### config.mk
export PLATFORM = sky130hd
export DESIGN_NAME = cascaded_sipo_output_driver_flat
export DESIGN_NICKNAME = d
export VERILOG_FILES = /design/src/hw/rtl/csod_pkg.sv /design/src/hw/rtl/csod_if.sv /design/src/hw/rtl/csod_front.sv /design/src/hw/rtl/csod_queue.sv /design/src/hw/rtl/csod_back.sv /design/src/hw/rtl/cascaded_sipo_output_driver.sv /design/src/flat_wrapper.sv
export SDC_FILE = /design/constraint.sdc
export NUM_CORES = 1
export LEC_CHECK = 0
export BUFFER_PORTS_ARGS = -buffer_cell sky130_fd_sc_hd__buf_2
export CAP_MARGIN = 0
export CORE_MARGIN = 2
export CORE_UTILIZATION = 31
export DETAILED_ROUTE_END_ITERATION = 8
export GPL_TIMING_DRIVEN = 0
export SLEW_MARGIN = 20
export SYNTH_ARGS = -nofsm -noshare
export SYNTH_HDL_FRONTEND = slang
export SYNTH_SLANG_ARGS = --single-unit
### constraint.sdc
create_clock -name clk -period 8.1 [get_ports clk]
set_clock_uncertainty 0.15 [all_clocks]
set_input_delay 0.81 -clock clk [delete_from_list [all_inputs] [get_ports clk]]
set_output_delay 0.81 -clock clk [all_outputs]
set_load 0.01 [all_outputs]
### src/hw/rtl/csod_pkg.sv
// csod_pkg: shared types and constants for the cascaded serial-in parallel-out driver
// no dependencies; imported by the interfaces and by every driver module but csod_queue
`default_nettype none

package csod_pkg;

  // default length of the register chain
  localparam int CHIPS_DEFAULT = 4;

  // operation codes of an input transaction
  typedef enum logic [1:0] {
    OP_SET_BIT   = 2'd0,
    OP_LOAD_BYTE = 2'd1,
    OP_ENABLE    = 2'd2,
    OP_DISABLE   = 2'd3
  } op_t;

  // result status codes
  typedef enum logic [1:0] {
    ST_OK    = 2'd0,
    ST_PARAM = 2'd1,
    ST_SAME  = 2'd2
  } status_t;

  // command passed from the front end to the shift engine
  typedef struct packed {
    logic    shift;   // shift the attached image out
    status_t status;  // status of a single-result command
    logic    enable;  // output-enable level after the operation
  } cmd_t;

endpackage

`default_nettype wire

### src/hw/rtl/csod_if.sv
// csod_in_if / csod_out_if: valid-ready channels of the output driver
// depends on csod_pkg
`default_nettype none

interface csod_in_if
  import csod_pkg::*;
();
  logic       valid;
  logic       ready;
  logic [1:0] op;
  logic [7:0] bit_position;
  logic       bit_value;
  logic [7:0] byte_value;
  logic       last_byte;

  modport source (output valid, op, bit_position, bit_value, byte_value, last_byte,
                  input ready);
  modport sink   (input valid, op, bit_position, bit_value, byte_value, last_byte,
                  output ready);
endinterface

interface csod_out_if
  import csod_pkg::*;
();
  logic       valid;
  logic       ready;
  logic [1:0] status;
  logic       bit_valid;
  logic       serial_bit;
  logic       latch;
  logic       outputs_enabled;

  modport source (output valid, status, bit_valid, serial_bit, latch, outputs_enabled,
                  input ready);
  modport sink   (input valid, status, bit_valid, serial_bit, latch, outputs_enabled,
                  output ready);
endinterface

`default_nettype wire

### src/hw/rtl/csod_front.sv
// csod_front: accepts transactions, keeps image, staging, load count and enable level
// depends on csod_pkg and csod_in_if; feeds commands to csod_queue
`default_nettype none

module csod_front
  import csod_pkg::*;
#(
  parameter int CHIPS = CHIPS_DEFAULT
) (
  input  wire logic                 clk,
  input  wire logic                 rst_n,
  csod_in_if.sink                   in_ch,
  input  wire logic                 q_full,
  output logic                      q_push,
  output cmd_t                      q_cmd,
  output logic [8*CHIPS-1:0]        q_img
);

  localparam int IMG_W = 8 * CHIPS;
  localparam int IDX_W = (IMG_W > 1) ? $clog2(IMG_W) : 1;
  localparam int LC_W  = $clog2(CHIPS + 2);
  localparam logic [4:0]      CHIP_LIMIT = 5'(CHIPS);
  localparam logic [LC_W-1:0] LC_CHIPS   = LC_W'(CHIPS);

  logic [IMG_W-1:0] image_r, image_nxt;
  logic [IMG_W-1:0] staging_r, staging_nxt;
  logic [LC_W-1:0]  load_count_r, load_count_nxt, load_count_inc;
  logic             enable_r, enable_nxt;
  logic             in_range;
  logic [IDX_W-1:0] bit_idx;
  op_t              op;
  cmd_t             cmd;

  assign op       = op_t'(in_ch.op);
  assign in_range = in_ch.bit_position[7:3] < CHIP_LIMIT;
  assign bit_idx  = in_ch.bit_position[IDX_W-1:0];

  // accept whenever the queue has room
  assign in_ch.ready = !q_full;
  assign q_push      = in_ch.valid && !q_full;

  // decode one transaction and work out the new state
  always_comb begin
    image_nxt      = image_r;
    staging_nxt    = staging_r;
    load_count_nxt = load_count_r;
    load_count_inc = load_count_r;
    enable_nxt     = enable_r;
    cmd.shift      = 1'b0;
    cmd.status     = ST_OK;
    unique case (op)
      OP_SET_BIT: begin
        if (!in_range) begin
          cmd.status = ST_PARAM;
        end else if (image_r[bit_idx] == in_ch.bit_value) begin
          cmd.status = ST_SAME;
        end else begin
          image_nxt[bit_idx] = in_ch.bit_value;
          cmd.shift          = 1'b1;
        end
      end
      OP_LOAD_BYTE: begin
        for (int i = 0; i < CHIPS; i++) begin
          if (load_count_r == LC_W'(i)) staging_nxt[8*i +: 8] = in_ch.byte_value;
        end
        if (load_count_r <= LC_CHIPS) load_count_inc = load_count_r + 1'b1;
        load_count_nxt = load_count_inc;
        if (in_ch.last_byte) begin
          load_count_nxt = '0;
          if (load_count_inc == LC_CHIPS) begin
            image_nxt = staging_nxt;
            cmd.shift = 1'b1;
          end else begin
            cmd.status = ST_PARAM;
          end
        end
      end
      OP_ENABLE:  enable_nxt = 1'b1;
      OP_DISABLE: enable_nxt = 1'b0;
      default:    enable_nxt = enable_r;
    endcase
    cmd.enable = enable_nxt;
  end

  assign q_cmd = cmd;
  assign q_img = image_nxt;

  // control state
  always_ff @(posedge clk) begin
    if (!rst_n) begin
      image_r      <= '0;
      load_count_r <= '0;
      enable_r     <= 1'b0;
    end else if (q_push) begin
      image_r      <= image_nxt;
      load_count_r <= load_count_nxt;
      enable_r     <= enable_nxt;
    end
  end

  // staging bytes are only read after being written in the same load
  always_ff @(posedge clk) begin
    if (q_push) staging_r <= staging_nxt;
  end

endmodule

`default_nettype wire

### src/hw/rtl/csod_queue.sv
// csod_queue: two-entry command queue between front end and shift engine
// no dependencies; generic payload width
`default_nettype none

module csod_queue #(
  parameter int WIDTH = 8
) (
  input  wire logic             clk,
  input  wire logic             rst_n,
  input  wire logic             push,
  input  wire logic [WIDTH-1:0] push_data,
  output logic                  full,
  input  wire logic             pop,
  output logic [WIDTH-1:0]      pop_data,
  output logic                  empty
);

  logic [WIDTH-1:0] mem_r [2];
  logic             wr_ptr_r, rd_ptr_r;
  logic [1:0]       count_r;

  assign full     = count_r == 2'd2;
  assign empty    = count_r == 2'd0;
  assign pop_data = mem_r[rd_ptr_r];

  // pointers and fill level
  always_ff @(posedge clk) begin
    if (!rst_n) begin
      wr_ptr_r <= 1'b0;
      rd_ptr_r <= 1'b0;
      count_r  <= 2'd0;
    end else begin
      if (push) wr_ptr_r <= !wr_ptr_r;
      if (pop)  rd_ptr_r <= !rd_ptr_r;
      case ({push, pop})
        2'b10:   count_r <= count_r + 2'd1;
        2'b01:   count_r <= count_r - 2'd1;
        default: count_r <= count_r;
      endcase
    end
  end

  // storage
  always_ff @(posedge clk) begin
    if (push) mem_r[wr_ptr_r] <= push_data;
  end

  // checks
  a_no_overflow: assert property (@(posedge clk) disable iff (!rst_n) push |-> !full)
    else $error("queue push while full");
  a_no_underflow: assert property (@(posedge clk) disable iff (!rst_n) pop |-> !empty)
    else $error("queue pop while empty");
  a_count_range: assert property (@(posedge clk) disable iff (!rst_n) count_r != 2'd3)
    else $error("queue count out of range");
  a_ptr_level: assert property (@(posedge clk) disable iff (!rst_n)
      (count_r == 2'd0 || count_r == 2'd2) |-> wr_ptr_r == rd_ptr_r)
    else $error("queue pointers disagree with fill level");

endmodule

`default_nettype wire

### src/hw/rtl/csod_back.sv
// csod_back: shift engine that turns queued commands into result transactions
// depends on csod_pkg and csod_out_if; fed by csod_queue
`default_nettype none

module csod_back
  import csod_pkg::*;
#(
  parameter int CHIPS = CHIPS_DEFAULT
) (
  input  wire logic                 clk,
  input  wire logic                 rst_n,
  input  wire logic                 q_empty,
  input  cmd_t                      q_cmd,
  input  wire logic [8*CHIPS-1:0]   q_img,
  output logic                      q_pop,
  csod_out_if.source                out_ch
);

  localparam int IMG_W = 8 * CHIPS;
  localparam int CNT_W = $clog2(IMG_W + 1);

  logic [IMG_W-1:0] shreg_r;
  logic [CNT_W-1:0] count_r;
  logic             active_r;
  logic             shift_en_r;
  logic             out_valid_r;
  status_t          status_r;
  logic             bit_valid_r, serial_r, latch_r, enabled_r;
  logic             slot_free;

  assign slot_free = !out_valid_r || out_ch.ready;
  assign q_pop     = slot_free && !active_r && !q_empty;

  // shifter and output register
  always_ff @(posedge clk) begin
    if (!rst_n) begin
      active_r    <= 1'b0;
      out_valid_r <= 1'b0;
    end else if (slot_free) begin
      if (active_r) begin
        out_valid_r <= 1'b1;
        status_r    <= ST_OK;
        bit_valid_r <= 1'b1;
        serial_r    <= shreg_r[IMG_W-1];
        latch_r     <= count_r == CNT_W'(1);
        enabled_r   <= shift_en_r;
        shreg_r     <= shreg_r << 1;
        count_r     <= count_r - 1'b1;
        active_r    <= count_r != CNT_W'(1);
      end else if (!q_empty) begin
        if (q_cmd.shift) begin
          out_valid_r <= 1'b0;
          shreg_r     <= q_img;
          count_r     <= CNT_W'(IMG_W);
          shift_en_r  <= q_cmd.enable;
          active_r    <= 1'b1;
        end else begin
          out_valid_r <= 1'b1;
          status_r    <= q_cmd.status;
          bit_valid_r <= 1'b0;
          serial_r    <= 1'b0;
          latch_r     <= 1'b0;
          enabled_r   <= q_cmd.enable;
        end
      end else begin
        out_valid_r <= 1'b0;
      end
    end
  end

  assign out_ch.valid           = out_valid_r;
  assign out_ch.status          = status_r;
  assign out_ch.bit_valid       = bit_valid_r;
  assign out_ch.serial_bit      = serial_r;
  assign out_ch.latch           = latch_r;
  assign out_ch.outputs_enabled = enabled_r;

  // checks
  a_latch_on_bit: assert property (@(posedge clk) disable iff (!rst_n)
      (out_valid_r && latch_r) |-> bit_valid_r)
    else $error("latch marker without a shifted bit");
  a_bit_is_ok: assert property (@(posedge clk) disable iff (!rst_n)
      (out_valid_r && bit_valid_r) |-> status_r == ST_OK)
    else $error("shifted bit with failing status");
  a_count_live: assert property (@(posedge clk) disable iff (!rst_n)
      active_r |-> count_r != '0)
    else $error("shifter active with empty count");
  a_latch_ends: assert property (@(posedge clk) disable iff (!rst_n)
      (out_valid_r && latch_r) |-> !active_r)
    else $error("shifter still active after latch bit");

endmodule

`default_nettype wire

### src/hw/rtl/cascaded_sipo_output_driver.sv
// Output driver for a chain of CHIPS cascaded 8-bit serial-in parallel-out registers.
// A set-bit, load-byte, enable or disable transaction enters on in_ch and is
// decoded combinationally by the front end, which updates the output image and pushes
// a command into a two-entry queue; in_ch.ready is low only while that queue is full.
// The shift engine behind the queue emits at most one result per cycle on out_ch:
// a single status result for most operations, or 8*CHIPS serial bits (last chip first,
// MSB first, latch on the final bit) after a successful write. A shifting write holds
// the engine until its last bit has gone out, as the shifter moves one bit per result,
// and it pops no other command meanwhile. Back-pressure on out_ch stalls only the
// engine until the queue fills.
// depends on csod_pkg, csod_if, csod_front, csod_queue and csod_back
`default_nettype none

module cascaded_sipo_output_driver
  import csod_pkg::*;
#(
  parameter int CHIPS = CHIPS_DEFAULT
) (
  input  wire logic  clk,
  input  wire logic  rst_n,
  csod_in_if.sink    in_ch,
  csod_out_if.source out_ch
);

  localparam int IMG_W = 8 * CHIPS;
  localparam int Q_W   = $bits(cmd_t) + IMG_W;

  logic             q_push, q_pop, q_full, q_empty;
  cmd_t             f_cmd, b_cmd;
  logic [IMG_W-1:0] f_img, b_img;
  logic [Q_W-1:0]   q_out;

  // decode and state update
  csod_front #(.CHIPS(CHIPS)) u_front (
    .clk    (clk),
    .rst_n  (rst_n),
    .in_ch  (in_ch),
    .q_full (q_full),
    .q_push (q_push),
    .q_cmd  (f_cmd),
    .q_img  (f_img)
  );

  // command queue
  csod_queue #(.WIDTH(Q_W)) u_queue (
    .clk       (clk),
    .rst_n     (rst_n),
    .push      (q_push),
    .push_data ({f_cmd, f_img}),
    .full      (q_full),
    .pop       (q_pop),
    .pop_data  (q_out),
    .empty     (q_empty)
  );

  assign b_cmd = cmd_t'(q_out[Q_W-1:IMG_W]);
  assign b_img = q_out[IMG_W-1:0];

  // shift engine
  csod_back #(.CHIPS(CHIPS)) u_back (
    .clk     (clk),
    .rst_n   (rst_n),
    .q_empty (q_empty),
    .q_cmd   (b_cmd),
    .q_img   (b_img),
    .q_pop   (q_pop),
    .out_ch  (out_ch)
  );

endmodule

`default_nettype wire

### src/flat_wrapper.sv
// flat-port wrapper written by rule: the top's interface ports become plain ports
module cascaded_sipo_output_driver_flat import csod_pkg::*;
#(
  parameter int CHIPS = CHIPS_DEFAULT
)
  (clk, rst_n, in_ch_valid, in_ch_op, in_ch_bit_position, in_ch_bit_value, in_ch_byte_value, in_ch_last_byte, in_ch_ready, out_ch_valid, out_ch_status, out_ch_bit_valid, out_ch_serial_bit, out_ch_latch, out_ch_outputs_enabled, out_ch_ready);
  csod_in_if in_ch_i ();
  csod_out_if out_ch_i ();
  input  wire logic clk;
  input  wire logic rst_n;
  input wire logic [$bits(in_ch_i.valid)-1:0] in_ch_valid;
  input wire logic [$bits(in_ch_i.op)-1:0] in_ch_op;
  input wire logic [$bits(in_ch_i.bit_position)-1:0] in_ch_bit_position;
  input wire logic [$bits(in_ch_i.bit_value)-1:0] in_ch_bit_value;
  input wire logic [$bits(in_ch_i.byte_value)-1:0] in_ch_byte_value;
  input wire logic [$bits(in_ch_i.last_byte)-1:0] in_ch_last_byte;
  output wire logic [$bits(in_ch_i.ready)-1:0] in_ch_ready;
  output wire logic [$bits(out_ch_i.valid)-1:0] out_ch_valid;
  output wire logic [$bits(out_ch_i.status)-1:0] out_ch_status;
  output wire logic [$bits(out_ch_i.bit_valid)-1:0] out_ch_bit_valid;
  output wire logic [$bits(out_ch_i.serial_bit)-1:0] out_ch_serial_bit;
  output wire logic [$bits(out_ch_i.latch)-1:0] out_ch_latch;
  output wire logic [$bits(out_ch_i.outputs_enabled)-1:0] out_ch_outputs_enabled;
  input wire logic [$bits(out_ch_i.ready)-1:0] out_ch_ready;
  assign in_ch_i.valid = in_ch_valid;
  assign in_ch_i.op = in_ch_op;
  assign in_ch_i.bit_position = in_ch_bit_position;
  assign in_ch_i.bit_value = in_ch_bit_value;
  assign in_ch_i.byte_value = in_ch_byte_value;
  assign in_ch_i.last_byte = in_ch_last_byte;
  assign in_ch_ready = in_ch_i.ready;
  assign out_ch_valid = out_ch_i.valid;
  assign out_ch_status = out_ch_i.status;
  assign out_ch_bit_valid = out_ch_i.bit_valid;
  assign out_ch_serial_bit = out_ch_i.serial_bit;
  assign out_ch_latch = out_ch_i.latch;
  assign out_ch_outputs_enabled = out_ch_i.outputs_enabled;
  assign out_ch_i.ready = out_ch_ready;
  cascaded_sipo_output_driver #(.CHIPS(CHIPS)) u_core (.clk(clk), .rst_n(rst_n), .in_ch(in_ch_i), .out_ch(out_ch_i));
endmodule
# == After elaboration in Yosys (flattened, before gate mapping) ==
# Memories as Yosys holds them, arrays and structs flattened. A register that Yosys moved wholly into a read port is not among the register bits.
# Index checks and enable logic that the tools add are counted.
# word_totals
register_bits,119
ramBits,72
output_inout_bits,8
memories,1
# classes
add_sub_neg,4
order_cmp,4
eq_ne,15
mux,52
bitwise_logic,2
n_reduce_logical,20
# memory_table
memory,depth,width,rd,rd_clocked_by_memory_dff,wr,line,rtl
u_core.u_queue.mem_r,2,36,1,1,1,csod_queue.sv:18,logic [WIDTH-1:0] mem_r [2];
# ops
cell,count
32-bit two-way mux,7
32-bit case mux with 2 select lines,1
32-bit bitwise mux,1
8-bit two-way mux,4
1-bit two-way mux,23
6-bit two-way mux,3
3-bit two-way mux,4
2-bit == test (second input constant),4
2-bit two-way mux,4
4-bit AND reduction,2
3-bit by 2-bit == test with 1-bit output (second input constant),2
6-bit by 1-bit == test with 1-bit output (second input constant),1
1-bit logical NOT,6
5-bit by 6-bit less-than comparator with 1-bit output (second input constant),1
6-bit by 1-bit != test with 1-bit output (second input constant),1
3-bit case mux with 2 select lines,1
6-bit by 1-bit subtractor with 6-bit output (second input constant),1
1-bit binary-select mux with 5-bit select,1
1-bit demux with 5-bit select,1
5-bit by 1-bit greater-or-equal comparator with 1-bit output (second input constant),1
5-bit by 3-bit less-than comparator with 1-bit output (second input constant),1
5-bit AND reduction,1
2-bit by 1-bit == test with 1-bit output (second input constant),2
1-bit logical AND,4
17 further kinds,20

# == Longest topological paths before layout ==
# Gate-level depths: netlist of run 1.
# logic_depth
depth_word,8
ltp_mapped,11

# == Modules after synthesis ==
# Synthesis of run 1 repeated with hierarchy kept, for this count alone.
# unflattened
hier_cells,867
hier_area_um2,10144.7
# modules_own_cells
mod,instances,cells_each,area_per_inst_um2,seq_area_each_um2
csod_front,1,612,5333.9,1681.6
csod_queue,1,134,2803.9,2262.2
csod_back,1,121,2006.9,1391.3

# == Worst setup path before layout of run 1 ==
# Ideal clock, no wire load.
# synth_path
path_kind,input -> register
start,input in_ch_valid
end,memory u_core.u_queue.mem_r[0][0] (netlist name) (enable)
setup_time_ns,0.429
t_arrival_ns,3.193
path_slack_ns,4.328
cell_stages,5
path_buffers,2
path_cell_list,and2_1 clkbuf_1 clkinv_1 clkbuf_1 nor2_1
# synth_via
elab_chain_len,3
# synth_lines
item,line,rtl
"start, declared",flat_wrapper.sv:11,input wire logic [$bits(in_ch_i.valid)-1:0] in_ch_valid;
1-bit logical AND,csod_front.sv:40,assign q_push = in_ch.valid && !q_full;
1-bit two-way mux,csod_queue.sv:45,if (push) mem_r[wr_ptr_r] <= push_data;
1-bit two-way mux (not written as such),csod_queue.sv:45,
"end, declared",csod_queue.sv:18,
# No other way between the ends.

# == Worst setup path after layout of run 1 ==
# layout_path
start,register u_core.u_front.load_count_r[0]
end,"memory u_core.u_queue.mem_r[0][15] (netlist name), data pin"
# layout_via
elab_chain_len,7
# layout_lines
item,line,rtl
"start, declared",csod_front.sv:27,"logic [LC_W-1:0] load_count_r, load_count_nxt, load_count_inc;"
"start signal, assigned",csod_front.sv:96,load_count_r <= load_count_nxt;
3-bit by 1-bit adder with 3-bit output / 3-bit less-or-equal comparator (equally long branches),csod_front.sv:66,if (load_count_r <= LC_CHIPS) load_count_inc = load_count_r + 1'b1;
3-bit two-way mux,csod_front.sv:66,
3-bit two-way mux,csod_front.sv:51,unique case (op)
3-bit == test,csod_front.sv:70,if (load_count_inc == LC_CHIPS) begin
32-bit two-way mux (*),csod_front.sv:70,
32-bit two-way mux (*),csod_front.sv:68,if (in_ch.last_byte) begin
32-bit case mux with 2 select lines (*),csod_front.sv:51,
via u_core.f_img[15],cascaded_sipo_output_driver.sv:30,"logic [IMG_W-1:0] f_img, b_img;"
# The timed path passes the listed nets; every way through them passes the cells marked *. The select of a mux whose other input is x is not followed.

==> results of run 1 <==
## registers in the layout, summed over array words and instances (netlist names), named ones only
signal and flops:
u_core.u_back.out_ch.latch 1, u_core.u_front.image_r 32, u_core.u_back.out_ch.status 2, u_core.u_queue.wr_ptr_r 1
u_core.u_back.count_r 6, u_core.u_back.out_ch.serial_bit 1, u_core.u_queue.mem_r 72, u_core.u_queue.count_r 2
u_core.u_back.shift_en_r 1, u_core.u_back.out_ch.valid 1, u_core.u_queue.rd_ptr_r 1, u_core.u_back.shreg_r 32
u_core.u_front.load_count_r 3, u_core.u_back.active_r 1, u_core.u_front.enable_r 1, u_core.u_back.out_ch.outputs_enabled 1
u_core.u_back.out_ch.bit_valid 1, u_core.u_front.staging_r 32
## layout make-up
type	instances	area, sq um	area share
inverters	30	113	0.0103
well taps	396	495	0.0453
plain buffers	55	239	0.0219
clock buffers	17	425	0.0389
multi-input cells	593	3920	0.359
flip-flops and latches	192	5340	0.488
repair buffers	33	225	0.0206
clock inverters	14	175	0.0160
## cell usage in the layout (no fill, tap or decap), drive strengths merged, types with 9 or more instances in the layout
cell type,n
inv,34
nand3,14
a31oi,14
nand2,111
o211ai,23
o311ai,12
mux2i,70
dfxtp,43
buf,45
a21oi,22
a22oi,32
and2,9
o21ai,78
nor2,48
o2111ai,12
clkbuf,60
nor3,10
mux2,17
a221oi,12
edfxtp,149
## kinds of logic (layout without fill, tap and decap cells)
kind of cell / count (synthesis) / after routing / share of synthesized area
fa+ha+maj: 8 / 8 / 0.0104
compound gates: 246 / 246 / 0.176
flops: 192 / 192 / 0.556
simple gates: 244 / 244 / 0.120
mux: 87 / 87 / 0.0934
xor+xnor: 8 / 8 / 0.00731
buf+inv: 85 / 149 / 0.0367
## worst max path at each step
stage                                                 from                                     to  slack, ns  cells after the start
2_1_floorplan                                  in_ch_valid   u_core.u_queue.mem_r[0][0]$_DFFE_PP_       4.33                      5
3_3_place_gp                                   in_ch_valid  u_core.u_queue.mem_r[0][15]$_DFFE_PP_       2.75                      6
3_5_place_dp                         in_ch_bit_position[0]  u_core.u_queue.mem_r[1][14]$_DFFE_PP_       3.65                     11
4_1_cts        u_core.u_front.load_count_r[0]$_SDFFE_PN0P_  u_core.u_queue.mem_r[0][17]$_DFFE_PP_       3.99                     11
5_1_grt        u_core.u_front.load_count_r[0]$_SDFFE_PN0P_  u_core.u_queue.mem_r[1][17]$_DFFE_PP_       3.56                     11
6_report       u_core.u_front.load_count_r[0]$_SDFFE_PN0P_  u_core.u_queue.mem_r[0][15]$_DFFE_PP_       3.82                     11
## power by group through the flow
stage / clock (mW) / sequential (mW) / combinational, mW
floorplan: 0 / 1.34 / 0.386
global placement: 0 / 1.36 / 0.546
detailed placement: 0 / 1.35 / 0.582
CTS: 0.863 / 1.33 / 0.584
global route: 0.897 / 1.35 / 0.646
finish: 0.852 / 1.33 / 0.581
## worst max-delay path: stages, from the launching register on
cell and delay (ns):
dfxtp_1 0.42, inv_1 0.11, ha_1 0.25, nor4b_1 0.27, a31oi_1 0.15, o31a_1 0.29
clkbuf_1 0.23, nor2_1 0.76, clkbuf_1 0.54, clkbuf_1 0.53, a22oi_1 0.14, o21ai_1 0.23
## per-stage QoR
stage / utilization / hold slack [ns]
after floorplan: - / 0.287
final: 0.358 / 0.318
after CTS: 0.358 / 0.317
after global routing: 0.358 / 0.342
after global placement: 0.336 / 0.301
after detailed placement: 0.339 / 0.306
## metal layers
layer | global-route usage | part of all wire
met3 | 0.0346 | 0.080
met5 | 0 | 0
met1 | 0.225 | 0.43
met4 | 0.0543 | 0.030
met2 | 0.275 | 0.46
==> results.ini, run 1 <==
[run_status]
outcome=completed

[layout]
area_growth_pct=13.9
drive_above_1_share=0.109
finalInstanceArea_sq_mm=0.0109
fill_cells=3015
num_antenna_cells=0
final_cells=1330
nets=954

[timing]
period_share=0.529
slew_headroom=0.373
hold_violations=0
worst_pin_slew_ns=0.934
setup_viol=0
finalSetupTns_ns=0
setup_ws_ns=3.82
maxClockFrequency_mhz=233
slew_viol_final=0
rsz0062_at_grt=false
period_needed_ns=4.28

[clock_network]
clock_latency_ns=0.44
cts_sinks=192
clkSlewWorstSetupHoldPaths_ns=0.08
cts-buffers-inserted=17
postCtsSetupBuffers=0
cts_resized=0
ctsHoldBuffers=0
cts_tree=done
root_buffer=clkbuf_16
clockBufferDepth=2
htree_levels=4

[logic_synthesis]
synth_top_area_frac=0.467
ys.flop_type=edfxtp_1
yosysWarnings=0
syn-num-nets=902
synth_area_leaders=edfxtp_1 (47%), dfxtp_1 (9.0%), mux2i_1 (7.3%)
yosysUniqueCellTypes=66
synth_seq_area_share=0.556
synthTopCellsByCount=edfxtp_1 (149), nand2_1 (111), mux2i_1 (70), o21ai_0 (52), nor2_1 (47)
ys_ff_latch=192
yosys.area.top_type=edfxtp_1
synthesis.area_sq_mm=0.00959
syn_inst=870
async_flop_share=0
syn_avg_cell_area_sq_um=11.0
synth_edf_count=149
synth.most_common_cell=edfxtp_1

[placed_design]
dpl.cell_count=1299
port_buffers=30
dp_hpwl_mm=20.0
pre_cts_ws_ns=3.65
postPlaceCellArea_sq_mm=0.0103
gp_routability_congestion=0.970

[setup_path]
required_ns=8.18
critical_path.max_fanout=10
reg2reg_to=u_core.u_queue.mem_r[0][15]$_DFFE_PP_
cp.arrival_ns=4.36
critPathLaunchType=flip-flop
worstRegToRegCells=11
r2r_slack_ns=3.82
cp-end-kind=flip-flop
reg2reg_from=u_core.u_front.load_count_r[0]$_SDFFE_PN0P_
critPathKind=reg2reg

[global_route]
antenna_found_initial=1
grt_max_degree=34
grt_pass1_vias=7064
overflow=0
grt_usage=0.169
grt_first_pass_wirelength_mm=42.0

[pwr]
ir_drop_v=0.000156
p_clk_frac=0.308
p_switching_mw=0.853
swShare=0.309
combPwrFrac=0.210
p_per_area_mw_per_mm2=253
p_int_mw=1.91
p_leak_nw=3.63
power.total_mw=2.77
seqPwrFrac=0.482

[drt]
drc=0
routedWlPerCell_um=20.9
ant_nets=0
vias_per_cell=5.61
drtPass1Iterations=6
drt-total-wl_mm=27.7
dr.first_iter.drc_count=886
vias=7461

[floorplanning]
fp.coreArea_sq_mm=0.0305
start_util=0.314
io_pins=32
fp-row-count=64
die_area_sq_mm=0.0324
die_height_um=180
die_w_um=180

[min_path]
hp-class=reg2reg
min_to=u_core.u_front.enable_r$_SDFFE_PN0P_
hold_start=u_core.u_front.enable_r$_SDFFE_PN0P_
holdPathStages=2

[flow_run]
drv_cap=0

Power figures use the tool's default switching activity.
==> inputs of run 2 (changes only) <==
- clock period: 8.1 -> 4.3 ns (I/O delays scaled with it)
==> run 2 against run 1 <==
Net effect: wire length is 0.12% higher; combinational power is 89% higher; via count is 0.46% lower; power is 89% higher; non-clock buffer count stayed put; fmax is 5.7% higher; clock-buffer cell count stayed put; sequential power is 89% higher; utilization hardly changed; global-route usage stayed put; critical endpoint is now u_core.u_queue.mem_r[1][13]$_DFFE_PP_.
==> results.ini, run 2 (same netlist as run 1, synthesis figures left out) <==
[timing]
period_needed_ns=4.05
setup_viol=0
maxClockFrequency_mhz=247
slew_viol_final=0
setup_ws_ns=0.246
period_share=0.943
worst_pin_slew_ns=0.951
slew_headroom=0.361
hold_violations=0
finalSetupTns_ns=0
rsz0062_at_grt=false

[placed_design]
dpl.cell_count=1299
gp_routability_congestion=0.970
pre_cts_ws_ns=0.191
dp_hpwl_mm=20.0
port_buffers=30

[global_route]
antenna_found_initial=1
overflow=0
grt_first_pass_wirelength_mm=42.0
grt_usage=0.169
grt_pass1_vias=7064
grt_max_degree=34

[clock_network]
clkSlewWorstSetupHoldPaths_ns=0.08
clockBufferDepth=2
ctsHoldBuffers=0
htree_levels=4
cts-buffers-inserted=17
clock_latency_ns=0.44
postCtsSetupBuffers=0
cts_sinks=192
root_buffer=clkbuf_16
cts_tree=done

[layout]
largest_reg_flops=72
final_cell_mix=edfxtp_1 (149), nand2_1 (111), mux2i_1 (70), o21ai_0 (52), nor2_1 (44)
num_antenna_cells=0
regMostFlops=u_core.u_queue.mem_r
nets=954
area_growth_pct=14.0
final_cells=1330
drive_above_1_share=0.110
layout_commonest_cell=edfxtp_1

[drt]
vias=7427
drc=0
ant_nets=0
drt-total-wl_mm=27.8
vias_per_cell=5.58
routedWlPerCell_um=20.9
dr.first_iter.drc_count=837
drtPass1Iterations=6

[floorplanning]
fp.coreArea_sq_mm=0.0305
die_height_um=180
io_pins=32
fp-row-count=64
die_area_sq_mm=0.0324
die_w_um=180
start_util=0.314

[setup_path]
reg2reg_from=u_core.u_front.load_count_r[0]$_SDFFE_PN0P_
critPathLaunchType=flip-flop
cp-end-kind=flip-flop
crit_start=u_core.u_front.load_count_r[0]$_SDFFE_PN0P_
required_ns=4.36
cp.arrival_ns=4.12
critPathCapture=u_core.u_queue.mem_r[1][13]$_DFFE_PP_
worstRegToRegCells=11
critPathKind=reg2reg
r2r_slack_ns=0.25
reg2reg_to=u_core.u_queue.mem_r[1][13]$_DFFE_PP_
critical_path.max_fanout=10

[pwr]
p_leak_nw=3.63
ir_drop_v=0.000293
p_per_area_mw_per_mm2=477

[flow_run]
drv_cap=0

[min_path]
hp-class=in2reg

[run_status]
outcome=completed

[run 2: layout make-up]
class,count,area [sq um]
flip-flops and latches,192,5340
inverters,30,113
fillers,3016,19600
clock inverters,14,175
clock buffers,17,425
well taps,396,495
multi-input cells,593,3920
plain buffers,55,239
repair buffers,33,225
[run 2: what timing repair did]
item | CTS | global route
resized for setup | 0 | 1
endpoints found under the setup margin | 0 | 20
endpoints found under the hold margin | 0 | 0
[run 2: worst min path at each step]
stage	startpoint	to	slack (ns)	cells past startpoint
final	in_ch_byte_value[4]	u_core.u_front.staging_r[12]$_DFFE_PP_	0.23	3
after global routing	in_ch_byte_value[6]	u_core.u_front.staging_r[6]$_DFFE_PP_	0.23	2
after CTS	in_ch_byte_value[6]	u_core.u_front.staging_r[6]$_DFFE_PP_	0.22	2
after detailed placement	u_core.u_front.enable_r$_SDFFE_PN0P_	u_core.u_front.enable_r$_SDFFE_PN0P_	0.31	2
after global placement	u_core.u_front.enable_r$_SDFFE_PN0P_	u_core.u_front.enable_r$_SDFFE_PN0P_	0.30	2
after floorplan	u_core.u_front.enable_r$_SDFFE_PN0P_	u_core.u_front.enable_r$_SDFFE_PN0P_	0.29	2
[run 2: report_power, final]
group / total [mW] / leakage [nW] / internal, mW / switching, mW
registers: 2.51 / 1.75 / 2.38 / 0.127
clock network: 1.61 / 0.283 / 0.831 / 0.776
logic: 1.10 / 1.60 / 0.388 / 0.707
[run 2: routing by layer]
layer,global-route usage,vias up,part of all wire
met4,0.0543,0,0.030
met2,0.275,339,0.46
met1,0.225,3592,0.43
met3,0.0346,69,0.072
li1,-,3427,-
met5,0,-,0
[run 2: worst max-delay path, cell delays in order (launching register included)]
cell      delay, ns
dfxtp_1        0.42
inv_1          0.11
ha_1           0.25
nor4b_1        0.27
a31oi_1        0.15
o31a_1         0.29
clkbuf_1       0.25
nor2_2         0.51
clkbuf_1       0.53
clkbuf_1       0.51
a22oi_1        0.14
o21ai_1        0.25
[run 2: metrics by stage]
step / hold slack (ns) / cell area, sq um / util / power, mW
6_report: 0.232 / 10900 / 0.358 / 5.21
5_1_grt: 0.235 / 10900 / 0.358 / 5.44
4_1_cts: 0.219 / 10900 / 0.358 / 5.24
3_5_place_dp: 0.306 / 10300 / 0.339 / 3.65
3_3_place_gp: 0.301 / 10200 / 0.336 / 3.59
2_1_floorplan: 0.287 / 9590 / - / 3.25
==> inputs of run 3 (changes only) <==
- REMOVE_ABC_BUFFERS: not set -> 1
==> run 3 against run 2 <==
Net effect: power shrank 0.97%; wire length down 9.5%; fmax grew 1.7%; combinational power is 13% lower; global-route usage decreased by 1.3 points; setup slack improved by 0.067 ns; critical path type is now in2reg; worst hold slack worse by 0.036 ns; register-to-register slack better by 0.08 ns; first-iteration DRC count decreased by 21%; utilization fell by 0.43 points; clock-buffer cell count is 1 higher; critical path depth shrank 2.
==> results.ini, run 3 (same netlist as run 1, synthesis figures left out) <==
[layout]
final_cell_mix=edfxtp_1 (149), nand2_1 (111), mux2i_1 (69), o21ai_0 (52), nor2_1 (42)
largest_reg_flops=72
layout_commonest_cell=edfxtp_1
regMostFlops=u_core.u_queue.mem_r
nets=904
drive_above_1_share=0.121
area_growth_pct=12.6

[pwr]
p_clk_frac=0.311
combPwrFrac=0.184
seqPwrFrac=0.505
power.total_mw=5.16
ir_drop_v=0.000213
p_int_mw=3.62
p_leak_nw=3.57
p_switching_mw=1.54
p_per_area_mw_per_mm2=478
swShare=0.299

[timing]
hold_violations=0
slew_headroom=0.265
setup_viol=0
finalSetupTns_ns=0
slew_viol_final=0
maxClockFrequency_mhz=251
period_share=0.927
rsz0062_at_grt=false
period_needed_ns=3.99
worst_pin_slew_ns=1.09

[clock_network]
cts-buffers-inserted=17
cts_sinks=192
postCtsSetupBuffers=0
htree_levels=4
cts_tree=done
cts_resized=0
root_buffer=clkbuf_16
ctsHoldBuffers=0
clkSlewWorstSetupHoldPaths_ns=0.07
clock_latency_ns=0.45
clockBufferDepth=2

[drt]
vias_per_cell=5.50
drtPass1Iterations=5
drt-total-wl_mm=25.1
drc=0
dr.first_iter.drc_count=665
vias=7052
routedWlPerCell_um=19.6
ant_nets=0

[setup_path]
cp-end-kind=flip-flop
worstRegToRegCells=7
reg2reg_to=u_core.u_front.image_r[12]$_SDFFE_PN0P_
critPathKind=in2reg
critPathLaunchType=input pin
crit_start=in_ch_bit_position[0]
reg2reg_from=u_core.u_queue.count_r[0]$_SDFFE_PN0P_
critical_path.max_fanout=23
required_ns=4.34
cp.arrival_ns=4.02
r2r_slack_ns=0.33

[floorplanning]
fp-row-count=64
io_pins=32
start_util=0.314
die_height_um=180
die_w_um=180
fp.coreArea_sq_mm=0.0305
die_area_sq_mm=0.0324

[global_route]
grt_pass1_vias=6781
grt_max_degree=81
grt_usage=0.156
overflow=0
grt_first_pass_wirelength_mm=39.4
antenna_found_initial=4

[placed_design]
gp_routability_congestion=0.864
dp_hpwl_mm=16.8
port_buffers=31

[min_path]
hold_start=in_ch_op[1]
hp-class=in2reg
min_to=u_core.u_front.image_r[0]$_SDFFE_PN0P_
holdPathStages=2

[run_status]
outcome=completed

[flow_run]
drv_cap=0

run 3: power groups by stage:
| stage | Clock [mW] | Sequential (mW) | Combinational, mW |
|---|---|---|---|
| 6_report | 1.60 | 2.61 | 0.952 |
| 5_1_grt | 1.71 | 2.65 | 1.06 |
| 4_1_cts | 1.64 | 2.61 | 0.959 |
| 3_5_place_dp | 0 | 2.65 | 0.956 |
| 3_3_place_gp | 0 | 2.65 | 0.907 |
| 2_1_floorplan | 0 | 2.59 | 0.624 |
run 3: metal layers:
layer  routed length, um  global-route usage  up-vias
met2               11500               0.244      247
li1                    -                   -     3333
met3                1790              0.0369       42
met5                  33                   0        -
met1               11200               0.210     3424
met4                 583              0.0576        6
run 3: cell type report:
type	instances	area (sq um)
Antenna cell	1	2.50
Clock buffer	18	429
Clock inverter	14	159
Fill cell	2970	19700
Inverter	30	113
Multi-Input combinational cell	593	3970
Sequential cell	192	5340
Tap cell	396	495
Timing Repair Buffer	38	293
run 3: worst max path at each step:
stage	endpoint	slack [ns]	cells past startpoint
4_1_cts	u_core.u_queue.mem_r[1][29]$_DFFE_PP_	0.41	9
6_report	u_core.u_queue.mem_r[1][29]$_DFFE_PP_	0.31	9
5_1_grt	u_core.u_front.image_r[4]$_SDFFE_PN0P_	0.15	7
2_1_floorplan	u_core.u_back.count_r[0]$_SDFFCE_PN0P_	0.17	4
3_5_place_dp	u_core.u_queue.mem_r[0][29]$_DFFE_PP_	-0.06	9
3_3_place_gp	u_core.u_queue.mem_r[0][18]$_DFFE_PP_	-1.86	4
run 3: through the flow:
step,setup WS (ns),instances,cell area [sq um],hold WS (ns),utilization
finish,0.313,1282,10800,0.195,0.354
CTS,0.405,1281,10800,0.196,0.354
detailed placement,-0.0627,1249,10200,0.300,0.334
floorplan,0.168,815,9350,0.287,-
global route,0.152,1281,10800,0.228,0.354
global placement,-1.86,1242,10000,0.298,0.328
run 3: worst max-delay path, cell delays in order:
cell	delay [ns]
buf_2	0.50
mux2i_1	0.32
o32ai_1	0.14
or4b_1	0.73
a211oi_4	0.82
a21oi_2	0.23
buf_6	0.23
o211ai_1	0.22
or3b_1	0.38
